`config.mk`:
```
export PLATFORM = sky130hd
export DESIGN_NAME = esfc_ctrl
export DESIGN_NICKNAME = d
export VERILOG_FILES = /design/src/sv/esfc_pkg.sv /design/src/sv/esfc_ctrl.sv
export SDC_FILE = /design/constraint.sdc
export NUM_CORES = 1
export LEC_CHECK = 0
export BUFFER_PORTS_ARGS = -buffer_cell sky130_fd_sc_hd__buf_4
export CAP_MARGIN = 40
export CORE_UTILIZATION = 40
export DETAILED_ROUTE_END_ITERATION = 12
export HOLD_SLACK_MARGIN = 0.06
export MAX_ROUTING_LAYER = met4
export SLEW_MARGIN = 20
export SYNTH_ARGS = -nofsm -noshare
export SYNTH_HDL_FRONTEND = slang
export SYNTH_SLANG_ARGS = --single-unit
```
`constraint.sdc`:
```
create_clock -name clk -period 4.8 [get_ports clk]
set_input_delay 0.48 -clock clk [delete_from_list [all_inputs] [get_ports clk]]
set_output_delay 0.48 -clock clk [all_outputs]
set_load 0.02 [all_outputs]
```
`src/sv/esfc_pkg.sv`:
```
`timescale 1ns / 1ps
// Shared types, constants and helpers for the EEPROM shadow flush controller.
// No dependencies.
package esfc_pkg;

    localparam int EEPROM_BYTES = 16384;
    localparam int SECTOR_BYTES = 4096;
    localparam int ADDR_W       = $clog2(EEPROM_BYTES);
    localparam int SECTOR_SHIFT = $clog2(SECTOR_BYTES);
    localparam int NUM_SECTORS  = 4;

    localparam logic [15:0] QUIET_RESET = 16'd200;
    localparam logic [7:0]  ERASED_BYTE = 8'hFF;

    localparam logic [2:0] ACT_READ      = 3'd0;
    localparam logic [2:0] ACT_WRITE     = 3'd1;
    localparam logic [2:0] ACT_UPDATE    = 3'd2;
    localparam logic [2:0] ACT_LOAD      = 3'd3;
    localparam logic [2:0] ACT_TICK      = 3'd4;
    localparam logic [2:0] ACT_FLUSH_ONE = 3'd5;
    localparam logic [2:0] ACT_FLUSH_ALL = 3'd6;

    typedef struct packed {
        logic [2:0]  action;
        logic [15:0] byte_address;
        logic [7:0]  write_byte;
    } req_t;

    typedef struct packed {
        logic [7:0]  read_data;
        logic        flush_valid;
        logic [4:0]  flush_sector;
        logic [3:0]  dirty_bits;
        logic [31:0] flush_total;
        logic        last;
    } res_t;

    typedef struct packed {
        logic              we;
        logic [ADDR_W-1:0] waddr;
        logic [7:0]        wdata;
        logic [ADDR_W-1:0] raddr;
    } ram_req_t;

    function automatic logic [1:0] lowest_dirty(input logic [3:0] mask);
        logic [1:0] idx;
        idx = 2'd0;
        for (int i = NUM_SECTORS - 1; i >= 0; i--)
        begin
            if (mask[i])
            begin
                idx = 2'(i);
            end
        end
        return idx;
    endfunction

endpackage

```
`src/sv/esfc_ctrl.sv`:
```
`timescale 1ns / 1ps
// Request sequencer: clearing pass, read-modify-write of the shadow store,
// dirty mask, quiet counter and flush issue. Depends on esfc_pkg.
module esfc_ctrl (
    input  logic               clk,
    input  logic               rst_n,
    input  logic               start,
    input  esfc_pkg::req_t     request,
    input  logic [15:0]        quiet_ticks,
    input  logic [7:0]         ram_rdata,
    output esfc_pkg::ram_req_t ram_req,
    output logic               busy,
    output logic               done,
    output esfc_pkg::res_t     result
);

    typedef enum logic [1:0] {
        ST_CLEAR,
        ST_IDLE,
        ST_EXEC
    } state_t;

    state_t                      state_reg, state_next;
    esfc_pkg::req_t              req_reg, req_next;
    esfc_pkg::res_t              res_reg, res_next;
    logic                        done_reg, done_next;
    logic [3:0]                  dirty_reg, dirty_next;
    logic [15:0]                 quiet_reg, quiet_next;
    logic [31:0]                 total_reg, total_next;
    logic [esfc_pkg::ADDR_W-1:0] clr_reg, clr_next;

    logic        in_range;
    logic [15:0] sector;
    logic [3:0]  mark;
    logic [1:0]  low;
    logic [3:0]  cleared;
    logic [15:0] quiet_inc;
    logic        do_store;
    logic        do_flush;
    logic        is_last;
    logic [7:0]  rd;

    assign in_range  = {1'b0, req_reg.byte_address} < 17'(esfc_pkg::EEPROM_BYTES);
    assign sector    = req_reg.byte_address >> esfc_pkg::SECTOR_SHIFT;
    assign mark      = (sector < 16'(esfc_pkg::NUM_SECTORS)) ? (4'b0001 << sector[1:0]) : 4'b0;
    assign low       = esfc_pkg::lowest_dirty(dirty_reg);
    assign cleared   = dirty_reg & ~(4'b0001 << low);
    assign quiet_inc = (quiet_reg == 16'hFFFF) ? quiet_reg : quiet_reg + 16'd1;

    always_comb
    begin
        state_next = state_reg;
        req_next   = req_reg;
        res_next   = res_reg;
        done_next  = 1'b0;
        dirty_next = dirty_reg;
        quiet_next = quiet_reg;
        total_next = total_reg;
        clr_next   = clr_reg;
        do_store   = 1'b0;
        do_flush   = 1'b0;
        is_last    = 1'b1;
        rd         = 8'd0;

        ram_req.we    = 1'b0;
        ram_req.waddr = req_reg.byte_address[esfc_pkg::ADDR_W-1:0];
        ram_req.wdata = req_reg.write_byte;
        ram_req.raddr = request.byte_address[esfc_pkg::ADDR_W-1:0];

        case (state_reg)
            ST_CLEAR:
            begin
                ram_req.we    = 1'b1;
                ram_req.waddr = clr_reg;
                ram_req.wdata = esfc_pkg::ERASED_BYTE;
                clr_next      = clr_reg + 1'b1;
                if (clr_reg == esfc_pkg::ADDR_W'(esfc_pkg::EEPROM_BYTES - 1))
                begin
                    state_next = ST_IDLE;
                end
            end
            ST_IDLE:
            begin
                if (start)
                begin
                    req_next   = request;
                    state_next = ST_EXEC;
                end
            end
            ST_EXEC:
            begin
                state_next = ST_IDLE;
                case (req_reg.action)
                    esfc_pkg::ACT_READ:
                    begin
                        if (in_range)
                        begin
                            rd = ram_rdata;
                        end
                    end
                    esfc_pkg::ACT_WRITE:
                    begin
                        do_store = in_range;
                    end
                    esfc_pkg::ACT_UPDATE:
                    begin
                        do_store = in_range && (ram_rdata != req_reg.write_byte);
                    end
                    esfc_pkg::ACT_LOAD:
                    begin
                        ram_req.we = in_range;
                    end
                    esfc_pkg::ACT_TICK:
                    begin
                        quiet_next = quiet_inc;
                        do_flush   = (dirty_reg != 4'b0) && (quiet_inc >= quiet_ticks);
                    end
                    esfc_pkg::ACT_FLUSH_ONE:
                    begin
                        do_flush = dirty_reg != 4'b0;
                    end
                    esfc_pkg::ACT_FLUSH_ALL:
                    begin
                        do_flush = dirty_reg != 4'b0;
                        if (do_flush && cleared != 4'b0)
                        begin
                            is_last    = 1'b0;
                            state_next = ST_EXEC;
                        end
                    end
                    default:
                    begin
                    end
                endcase

                if (do_store)
                begin
                    ram_req.we = 1'b1;
                    dirty_next = dirty_reg | mark;
                    quiet_next = 16'd0;
                end
                if (do_flush)
                begin
                    dirty_next = cleared;
                    total_next = total_reg + 32'd1;
                end

                res_next.read_data    = rd;
                res_next.flush_valid  = do_flush;
                res_next.flush_sector = do_flush ? {3'b0, low} : 5'd0;
                res_next.dirty_bits   = dirty_next;
                res_next.flush_total  = total_next;
                res_next.last         = is_last;
                done_next             = 1'b1;
            end
            default:
            begin
                state_next = ST_IDLE;
            end
        endcase
    end

    always_ff @(posedge clk or negedge rst_n)
    begin
        if (!rst_n)
        begin
            state_reg <= ST_CLEAR;
            done_reg  <= 1'b0;
            dirty_reg <= 4'b0;
            quiet_reg <= 16'd0;
            total_reg <= 32'd0;
            clr_reg   <= '0;
        end
        else
        begin
            state_reg <= state_next;
            done_reg  <= done_next;
            dirty_reg <= dirty_next;
            quiet_reg <= quiet_next;
            total_reg <= total_next;
            clr_reg   <= clr_next;
        end
    end

    always_ff @(posedge clk)
    begin
        req_reg <= req_next;
        res_reg <= res_next;
    end

    assign busy   = state_reg != ST_IDLE;
    assign done   = done_reg;
    assign result = res_reg;

endmodule

```
; Word-level counts from Yosys, hierarchy flattened
; Index checks and enable logic that the tools add are counted.
[op_classes]
addsub = 3
n_mul = 0
n_div = 0
order_cmp = 3
n_eq_ne = 14
shift = 2
n_mux = 26
n_bitwise = 3
reduce_logical = 13
[ops]
columns = op, n
row1 = $mux W16, 3
row2 = $add A32 B1 Y32 const B, 1
row3 = $mux W32, 1
row4 = $mux W22, 1
row5 = $add A16 B1 Y16 const B, 1
row6 = $eq A16 B16 Y1 const B, 1
row7 = $ge A16 B16 Y1, 1
row8 = $lt A16 B15 Y1 const B, 1
row9 = $mux W2, 8
row10 = $add A14 B1 Y14 const B, 1
row11 = $eq A14 B14 Y1 const B, 1
row12 = $mux W4, 3
row13 = $eq A3 B3 Y1 const B, 3
row14 = $ne A8 B8 Y1, 1
row15 = $reduce_and A2 Y1, 4
row16 = $reduce_bool A4 Y1, 2
row17 = $shl A1 B2 Y4 const A, 2
row18 = $eq A3 B2 Y1 const B, 2
row19 = $mux W1, 6
row20 = $pmux W1 S2, 3
row21 = $pmux W2 S3, 1
row22 = $and A4 B4 Y4, 1
row23 = $lt A4 B3 Y1 const B, 1
row24 = $ne A2 B2 Y1 const B, 2
row25 = 11 further kinds, 13
[word_totals]
reg_bits = 147
latch_bits = 0
ram_bits = 0
rom_bits = 0
out_inout_bits = 90
word_cells = 80
mem_count = 0

; Depth between registers and ports, before layout
; Gate-level depths: netlist of the first run.
[depth]
ltp_word = 12
depth_mapped = 15
mapped_depth_nobuf = 13

; Least setup slack after synthesis of the first run
; No wires, ideal clock.
[synth_path]
path_type = reg2reg
startpoint = register quiet_reg[0]
endpoint = register res_reg, in the netlist result[23] (data pin)
setup_ns = 0.268
arrival_time_ns = 3.593
required_ns = 4.532
setup_slack_ns = 0.939
path_stages_with_launch = 16
n_path_buf = 2
period_less_slack_ns = 3.861
path_cell_list = dfrtp_1 > ha_1 > nand3_1 > or4_1 > nor2_1 > nand3b_1 > o21a_1 > ha_1 > nand4_1 > or4_1 > o32ai_1 > nor2_1 > buf_2 > buf_6 > nor4_2 > xor2_1
[synth_via]
elab_chain_len = 7
word_cells_on_any_way = 8
classes_between = 1 x add/sub / 1 x order compare / 1 x eq/ne / 4 x mux / 1 x reduce/logical
[synth_rtl]
columns = item, line_no
row1 = "start, declared", esfc_ctrl.sv:28  ; logic [15:0] quiet_reg, quiet_next;
row2 = "start signal, assigned", esfc_ctrl.sv:179  ; quiet_reg <= quiet_next;
row3 = $add A16 B1 Y16 / $eq A16 B16 Y1 (equally long branches), esfc_ctrl.sv:48  ; assign quiet_inc = (quiet_reg == 16'hFFFF) ? quiet_reg : quiet_reg + 16'd1;
row4 = $mux W16 *, esfc_ctrl.sv:48
row5 = $ge A16 B16 Y1 *, esfc_ctrl.sv:116  ; do_flush = (dirty_reg != 4'b0) && (quiet_inc >= quiet_ticks);
row6 = $logic_and A1 B1 Y1 *, esfc_ctrl.sv:116
row7 = $pmux W1 S2 *, esfc_ctrl.sv:93  ; case (req_reg.action)
row8 = $mux W1 *, esfc_ctrl.sv:70  ; case (state_reg)
row9 = $mux W32 *, esfc_ctrl.sv:142  ; if (do_flush)
row10 = "end signal, assigned", esfc_ctrl.sv:188  ; res_reg <= res_next;
row11 = "end, declared", esfc_ctrl.sv:25  ; esfc_pkg::res_t res_reg, res_next;
; Mark *: on every way between the ends. The rest lies on a longest branch, timed or not. The select of a mux whose other input is x is not followed.
; A chain may end at the register's enable or synchronous reset.

; Worst setup path in the final report of the first run
[layout_path]
startpoint = register quiet_reg[0]
endpoint = register res_reg, in the netlist result[2] (data pin)
; The elaborated chain is that of the path after synthesis.

==> results of run 1 <==
==> logic make-up after synthesis <==
family / count (synthesis) / share of synthesized area [%]
AND/OR/NAND/NOR: 236 / 17.1
flip-flops: 144 / 53.9
XOR/XNOR: 92 / 10.9
AO/OA/AOI/OAI: 76 / 6.62
buffers and inverters: 70 / 4.62
adder cells (fa/ha/maj): 22 / 3.73
multiplexers: 20 / 3.05
other: 1 / 0.0508
==> metrics by stage <==
step / setup WS [ns] / util, % / power, uW
3_5_place_dp: 0.401 / 47.8 / 1420
5_1_grt: 0.0275 / 50.9 / 2730
2_1_floorplan: 0.939 / - / 1360
3_3_place_gp: 0.524 / 47.5 / 1410
4_1_cts: 0.370 / 50.9 / 2670
6_report: 0.389 / 50.9 / 2640
==> layer usage <==
layer	vias up	global-route usage [%]
met4	0	8.09
met5	-	-
met2	142	31.0
li1	2612	-
met3	26	3.69
met1	2568	22.9
==> worst max-delay path: cells and delay by family, from the launching register on <==
kind,cells,cell delay (ns)
flip-flops,1,0.43
adder cells (fa/ha/maj),2,0.53
AO/OA/AOI/OAI,2,0.56
multiplexers,1,0.35
AND/OR/NAND/NOR,8,2.29
==> worst max-delay path by stage <==
stage                                  start                    to  slack (ns)  depth (start not counted)
floorplan           quiet_reg[0]$_DFFE_PN0P_  result[23]$_DFFE_PP_        0.94                         15
global placement    quiet_reg[0]$_DFFE_PN0P_  result[19]$_DFFE_PP_        0.52                         14
finish              quiet_reg[0]$_DFFE_PN0P_   result[2]$_DFFE_PP_        0.39                         13
CTS                 quiet_reg[0]$_DFFE_PN0P_   result[2]$_DFFE_PP_        0.37                         13
global route        quiet_reg[0]$_DFFE_PN0P_  result[19]$_DFFE_PP_        0.03                         14
detailed placement  quiet_reg[0]$_DFFE_PN0P_   result[2]$_DFFE_PP_        0.40                         13
==> area by class of cell <==
cell class | instances | share of cell area (%)
inverter | 29 | 1.19
timing repair buffer | 150 | 12.7
clock inverter | 10 | 0.940
tap | 229 | 3.12
sequential | 144 | 43.3
multi-input combinational | 449 | 33.6
clock buffer | 22 | 5.16
==> where the power goes <==
part           leakage, uW  internal [uW]  switching (uW)
clock             0.000273            750             503
combinational      0.00212           48.2            48.7
sequential         0.00167           1300          0.0129
==> placed cells by master, fill, tap and decap left out, types with 10 or more instances in the layout <==
cell	count
a31oi_1	10
nor3_1	35
nor2_1	25
xor2_1	49
and2_1	12
buf_4	145
inv_1	29
mux2_2	17
nand2_1	49
and3_1	12
edfxtp_1	75
xnor2_1	43
dfrtp_1	69
a21oi_1	22
nand4_1	21
clkbuf_16	17
ha_1	21
o21ai_0	11
nand3_1	34
==> impl_results.md, run 1 <==
* Clock-pin slew on the worst setup and hold paths at 0.06 ns
* P_leak at 0.00406 uW
* RSZ-0062 raised after global routing: no
* EDFF count, synth at 75
* Top cell type by total area after synthesis: edfxtp_1
* Proportion of layout cells with a drive suffix above 1 at 26.7%
* Sum Neg Setup Slack at 0 ns
* Peak Freq at 227 MHz
* All-Layer GR Usage at 19.0%
* Hold_buf cts at 1
* Launch point of the worst hold path: request[1]
* Synth-to-layout area growth at 24.3%
* Inserted Diodes at 0
* Remaining global-route overflow at 0
* Vias per cell at 5.18
* Syn Inst Count at 661
* Multi-input gate area at 3080 sq um
* PortBufs at 140
* Yosys top cell area share at 30.5%
* Relative slew margins at 44.5%
* Critical path's largest stage delay at 0.60 ns
* PwrDens at 288 nW/um^2
* R2R cell count at 13
* Nets at 867
* Actual slew at the worst max-slew pin at 0.832 ns
* Hold path endpoint: req_reg[1]$_DFFE_PP_
* Pins over their slew limit at 0
* Maxcap violations at 0
* Clock Tree Buf Depth at 2
* Fin area at 9180 sq um
* Arrival @ worst endpoint at 4.58 ns
* Min-Delay Path Depth at 1
* Worst Path Required at 4.97 ns
* Register area share after synthesis at 53.9%
* Avg WL per Cell at 16.1 um
* Final GP Congestion at 0.850
* Final wirelength at 16,600 um
* Period utilization at 91.9%
* Outcome: finished clean
* Post-route ant nets at 0
* Initial drt markers at 270
* Worst skew pair latency at 0.42 ns
* Reg2reg start: quiet_reg[0]$_DFFE_PN0P_
* Fin Hold WS at 0.237 ns
* Synth Warn # at 0
* Largest register FFs at 48
* DPL Wire Length at 12,000 um
* Die X-Extent at 138 um
* IO Count at 144
* CTS tree: built
* CORE AREA at 18,000 sq um
* DP Cell Count at 1,000
* Critical path startpoint category: flop
* First-pass GRT wire length at 26,700 um
* R2r endpoint: result[2]$_DFFE_PP_
* Register area at 3980 sq um
* Fill count at 1,663
* WS Path Type: reg -> reg
* DR vias at 5,348
* Area post-placement at 8610 sq um
* Syn_area_per_cell at 11.2 sq um
* Non-filler instance count after layout at 1,033
* Rows at 49
* CP max-delay cell: or4_1
* Clock Skew at 0.00835 ns
* FF+latch count, synth at 144
* Synth cell types at 55
* Initial antenna violation count at 0
* Routed wl met2 at 8400 um
* Commonest cells in the netlist: edfxtp_1, dfrtp_1, nand2_1, xor2_1, xnor2_1
* CP Cell Sequence: ha_1 > nand3_1 > or4_1 > nor2_1 > nand3b_1 > o21a_1 > ha_1 > nand4_1 > or4_1 > o32ai_1 > nor2_4 > nor3_2 > mux2_1
* Worst vdd ir at 0.264 mV
* Final critical-path required period at 4.41 ns
* Setup repair bufs after CTS at 0
* Synth area leaders: edfxtp_1, dfrtp_1, xor2_1, xnor2_1, ha_1
* Post_cts resized at 0
* H-tree depth at 4
* Worst setup EP type: flop
* Final number of hold-violating endpoints at 0
* Largest net degree at the start of global routing at 54
* Synthesized cell area at 7390 sq um
* Synth async-reset ratio at 47.9%
* Hold WC Path Type: in -> reg
* Max layer used: met4
* Starting Density at 41.0%
* Die height at 138 um
* Most used DFF post-synth: edfxtp_1
* Clk root buf: clkbuf_16
* Total die area at 19,000 sq um
* Setup slack, reg-to-reg at 0.39 ns
* Met1 wire length at 7210 um
* # setup viols final at 0
* Critical-path maximum fanout at 17
* Number of global-route vias before repair at 5,375
* Most common cell in the netlist: edfxtp_1
* First-pass iteration count of the detailed router at 4
* TritonCTS buffer count at 17
* CTS Sinks at 144
* Met3 wire len at 705 um
* Post-route DRC at 0
No activity file was read; power rests on OpenSTA's default activity.
==> run 2: changes to the inputs <==
- CELL_PAD_IN_SITES_DETAIL_PLACEMENT: unset -> 1
- CELL_PAD_IN_SITES_GLOBAL_PLACEMENT: unset -> 1
- PLACE_DENSITY_LB_ADDON: unset -> 0.1
==> run 2 against run 1 <==
  * Die area did not move
  * Cell count rose by 0.19%
  * Count of clock-buffer cells in the layout decreased by 2
  * Final area up 0.80%
  * Utilization is 0.41 points higher
  * Combinational power rose by 2%
  * Fmax down 1.6%
  * Clock skew increased by 0.0029 ns
  * Register-to-register slack got worse by 0.07 ns
  * Power rose by 5.3%
==> impl_results.md, run 2 (synthesis results as in run 1) <==
* Outcome: finished clean
* All-Layer GR Usage at 21.8% (+2.9 points)
* Sum Neg Setup Slack at 0 ns (unchanged)
* Initial drt markers at 225 (-17%)
* CORE AREA at 18,000 sq um (unchanged)
* # setup viols final at 0 (unchanged)
* Worst skew pair latency at 0.42 ns (about the same)
* Critical path startpoint category: flop
* CP max-delay cell: or4_1
* Die X-Extent at 138 um (unchanged)
* Pins over their slew limit at 0 (unchanged)
* TritonCTS buffer count at 17 (unchanged)
* Fin Hold WS at 0.231 ns (-0.00617 ns)
* PortBufs at 140 (unchanged)
* Avg WL per Cell at 18.3 um (+14%)
* Final wirelength at 18,900 um (+14%)
* Synth-to-layout area growth at 25.3%
* Reg2reg start: quiet_reg[0]$_DFFE_PN0P_
* First-pass GRT wire length at 30,700 um (+15%)
* Die height at 138 um (unchanged)
* Worst Path Required at 5.10 ns (+0.13 ns)
* Total die area at 19,000 sq um (unchanged)
* Largest register FFs at 48 (unchanged)
* Final critical-path required period at 4.48 ns (+0.0704 ns)
* Worst setup EP type: flop
* H-tree depth at 4 (unchanged)
* Clock Skew at 0.0112 ns (+0.00287 ns)
* Launch point of the worst hold path: request[26]
* IO Count at 144 (unchanged)
* Most common library cell in the layout ignoring fill and taps: buf_4
* CTS Sinks at 144 (unchanged)
* Peak Freq at 223 MHz (-1.6%)
* Arrival @ worst endpoint at 4.78 ns (+0.20 ns)
* Post-route ant nets at 0 (unchanged)
* CP Launch Point: quiet_reg[0]$_DFFE_PN0P_
* CP Cell Sequence: ha_1 > nand3_1 > or4_1 > nor2_1 > nand3b_1 > o21a_1 > ha_1 > nand4_1 > or4_1 > o32ai_2 > nor2_4 > buf_4 > or4_1 > xnor2_1
* Largest net degree at the start of global routing at 50 (-7.4%)
* Worst vdd ir at 0.331 mV (+25%)
* Post-route DRC at 0 (unchanged)
* CTS tree: built
* Rows at 49 (unchanged)
* Clk root buf: clkbuf_16
* Clock-pin slew on the worst setup and hold paths at 0.06 ns (about the same)
* Fin util at 51.4% (+0.41 points)
* Fill count at 1,962 (+18%)
* Setup repair bufs after CTS at 0 (unchanged)
* Non-filler instance count after layout at 1,035 (+0.19%)
* Most used cell, CP: or4_1
* Critical path's largest stage delay at 0.61 ns (about the same)
* Most frequent cells in the layout: buf_4, edfxtp_1, dfrtp_1
* PwrDens at 301 nW/um^2 (+4.4%)
* Nets at 869 (+0.23%)
* Remaining global-route overflow at 0 (unchanged)
* Starting Density at 41.0% (unchanged)
* Period utilization at 93.4% (+1.5 points)
* Critical-path maximum fanout at 30 (+13)
* Number of global-route vias before repair at 5,989 (+11%)
* RSZ-0062 raised after global routing: no
* Final number of hold-violating endpoints at 0 (unchanged)
* Maxcap violations at 0 (unchanged)
* Area post-placement at 8610 sq um (about the same)
* Fin area at 9260 sq um (+0.80%)
* First-pass iteration count of the detailed router at 4 (unchanged)
* DP Cell Count at 1,001 (+0.10%)
* Vias per cell at 5.38 (+3.9%)
* Final GP Congestion at 0.809 (-4.9%)
* Proportion of layout cells with a drive suffix above 1 at 27.3% (+0.55 points)
* P_leak at 0.00410 uW (+1.0%)
* WS Path Type: reg -> reg
* Actual slew at the worst max-slew pin at 0.681 ns (-0.152 ns)
* DR vias at 5,568 (+4.1%)
* Inserted Diodes at 0 (unchanged)
* DPL Wire Length at 13,600 um (+13%)
* Clock Tree Buf Depth at 2 (unchanged)
* Relative slew margins at 53.5% (+9.0 points)
* Hold WC Path Type: in -> reg
* Initial antenna violation count at 0 (unchanged)
[run 2: changes by cell type in the layout (fill, tap and decap cells not counted), moves of 2 or more]
cell	change
bufinv_16	+2
inv_6	+2
buf_4	+3
clkinv_2	-2
[run 2: path summary, 6_finish.rpt]
check,to,slack [ns],depth (start not counted)
hold reg to reg,clr_reg[13]$_DFFE_PN0P_,0.50,1
hold / removal,req_reg[26]$_DFFE_PP_,0.23,1
setup reg to reg,total_reg[6]$_DFFE_PN0P_,0.32,14
max in group asynchronous,state_reg[0]$_DFFE_PN0P_,3.72,3
min in group asynchronous,total_reg[18]$_DFFE_PN0P_,0.51,2
setup / recovery,total_reg[6]$_DFFE_PN0P_,0.32,14
[run 2: final cells by class]
class / count / area, sq um / area share (%)
multi-input cells: 449 / 3090 / 33.4
repair buffers: 152 / 1180 / 12.7
well taps: 229 / 287 / 3.10
flip-flops and latches: 144 / 3980 / 43.0
clock inverters: 12 / 156 / 1.69
inverters: 29 / 109 / 1.18
clock buffers: 20 / 457 / 4.93
[run 2: power by group]
group	internal, uW	switching [uW]
Clock	850	542
Combinational	48.1	50.4
Sequential	1290	0.0137
Total	2190	592
[run 2: per-stage QoR]
step / setup slack, ns / total power (uW)
floorplan: 0.939 / 1360
global placement: 0.483 / 1410
detailed placement: 0.267 / 1420
CTS: 0.241 / 2810
global route: 0.0556 / 2860
finish: 0.318 / 2780
[run 2: per-layer routing]
metal	vias up	GRT usage (%)	part of all wire, %	routed length (um)
met4	0	8.51	2.9	542
met5	-	-	0	0
met2	128	36.9	53	9950
met3	49	4.50	3.4	647
met1	2772	25.4	41	7810
li1	2619	-	-	-
[run 2: critical path, delay by kind of cell, from the launching register on]
family,cells,cell delay [ns]
and+or+nand+nor,8,2.53
adders and majority gates,2,0.56
DFF,1,0.45
AOI/OAI and AO/OA,2,0.45
buffers and inverters,1,0.24
xor gates and xnor gates,1,0.14
[run 2: what timing repair did]
action / in CTS / in global routing
gates resized for setup: 0 / 1
hold endpoints to repair: 20 / 0
endpoints found under the setup margin: 0 / 6
hold buffers: 1 / 0
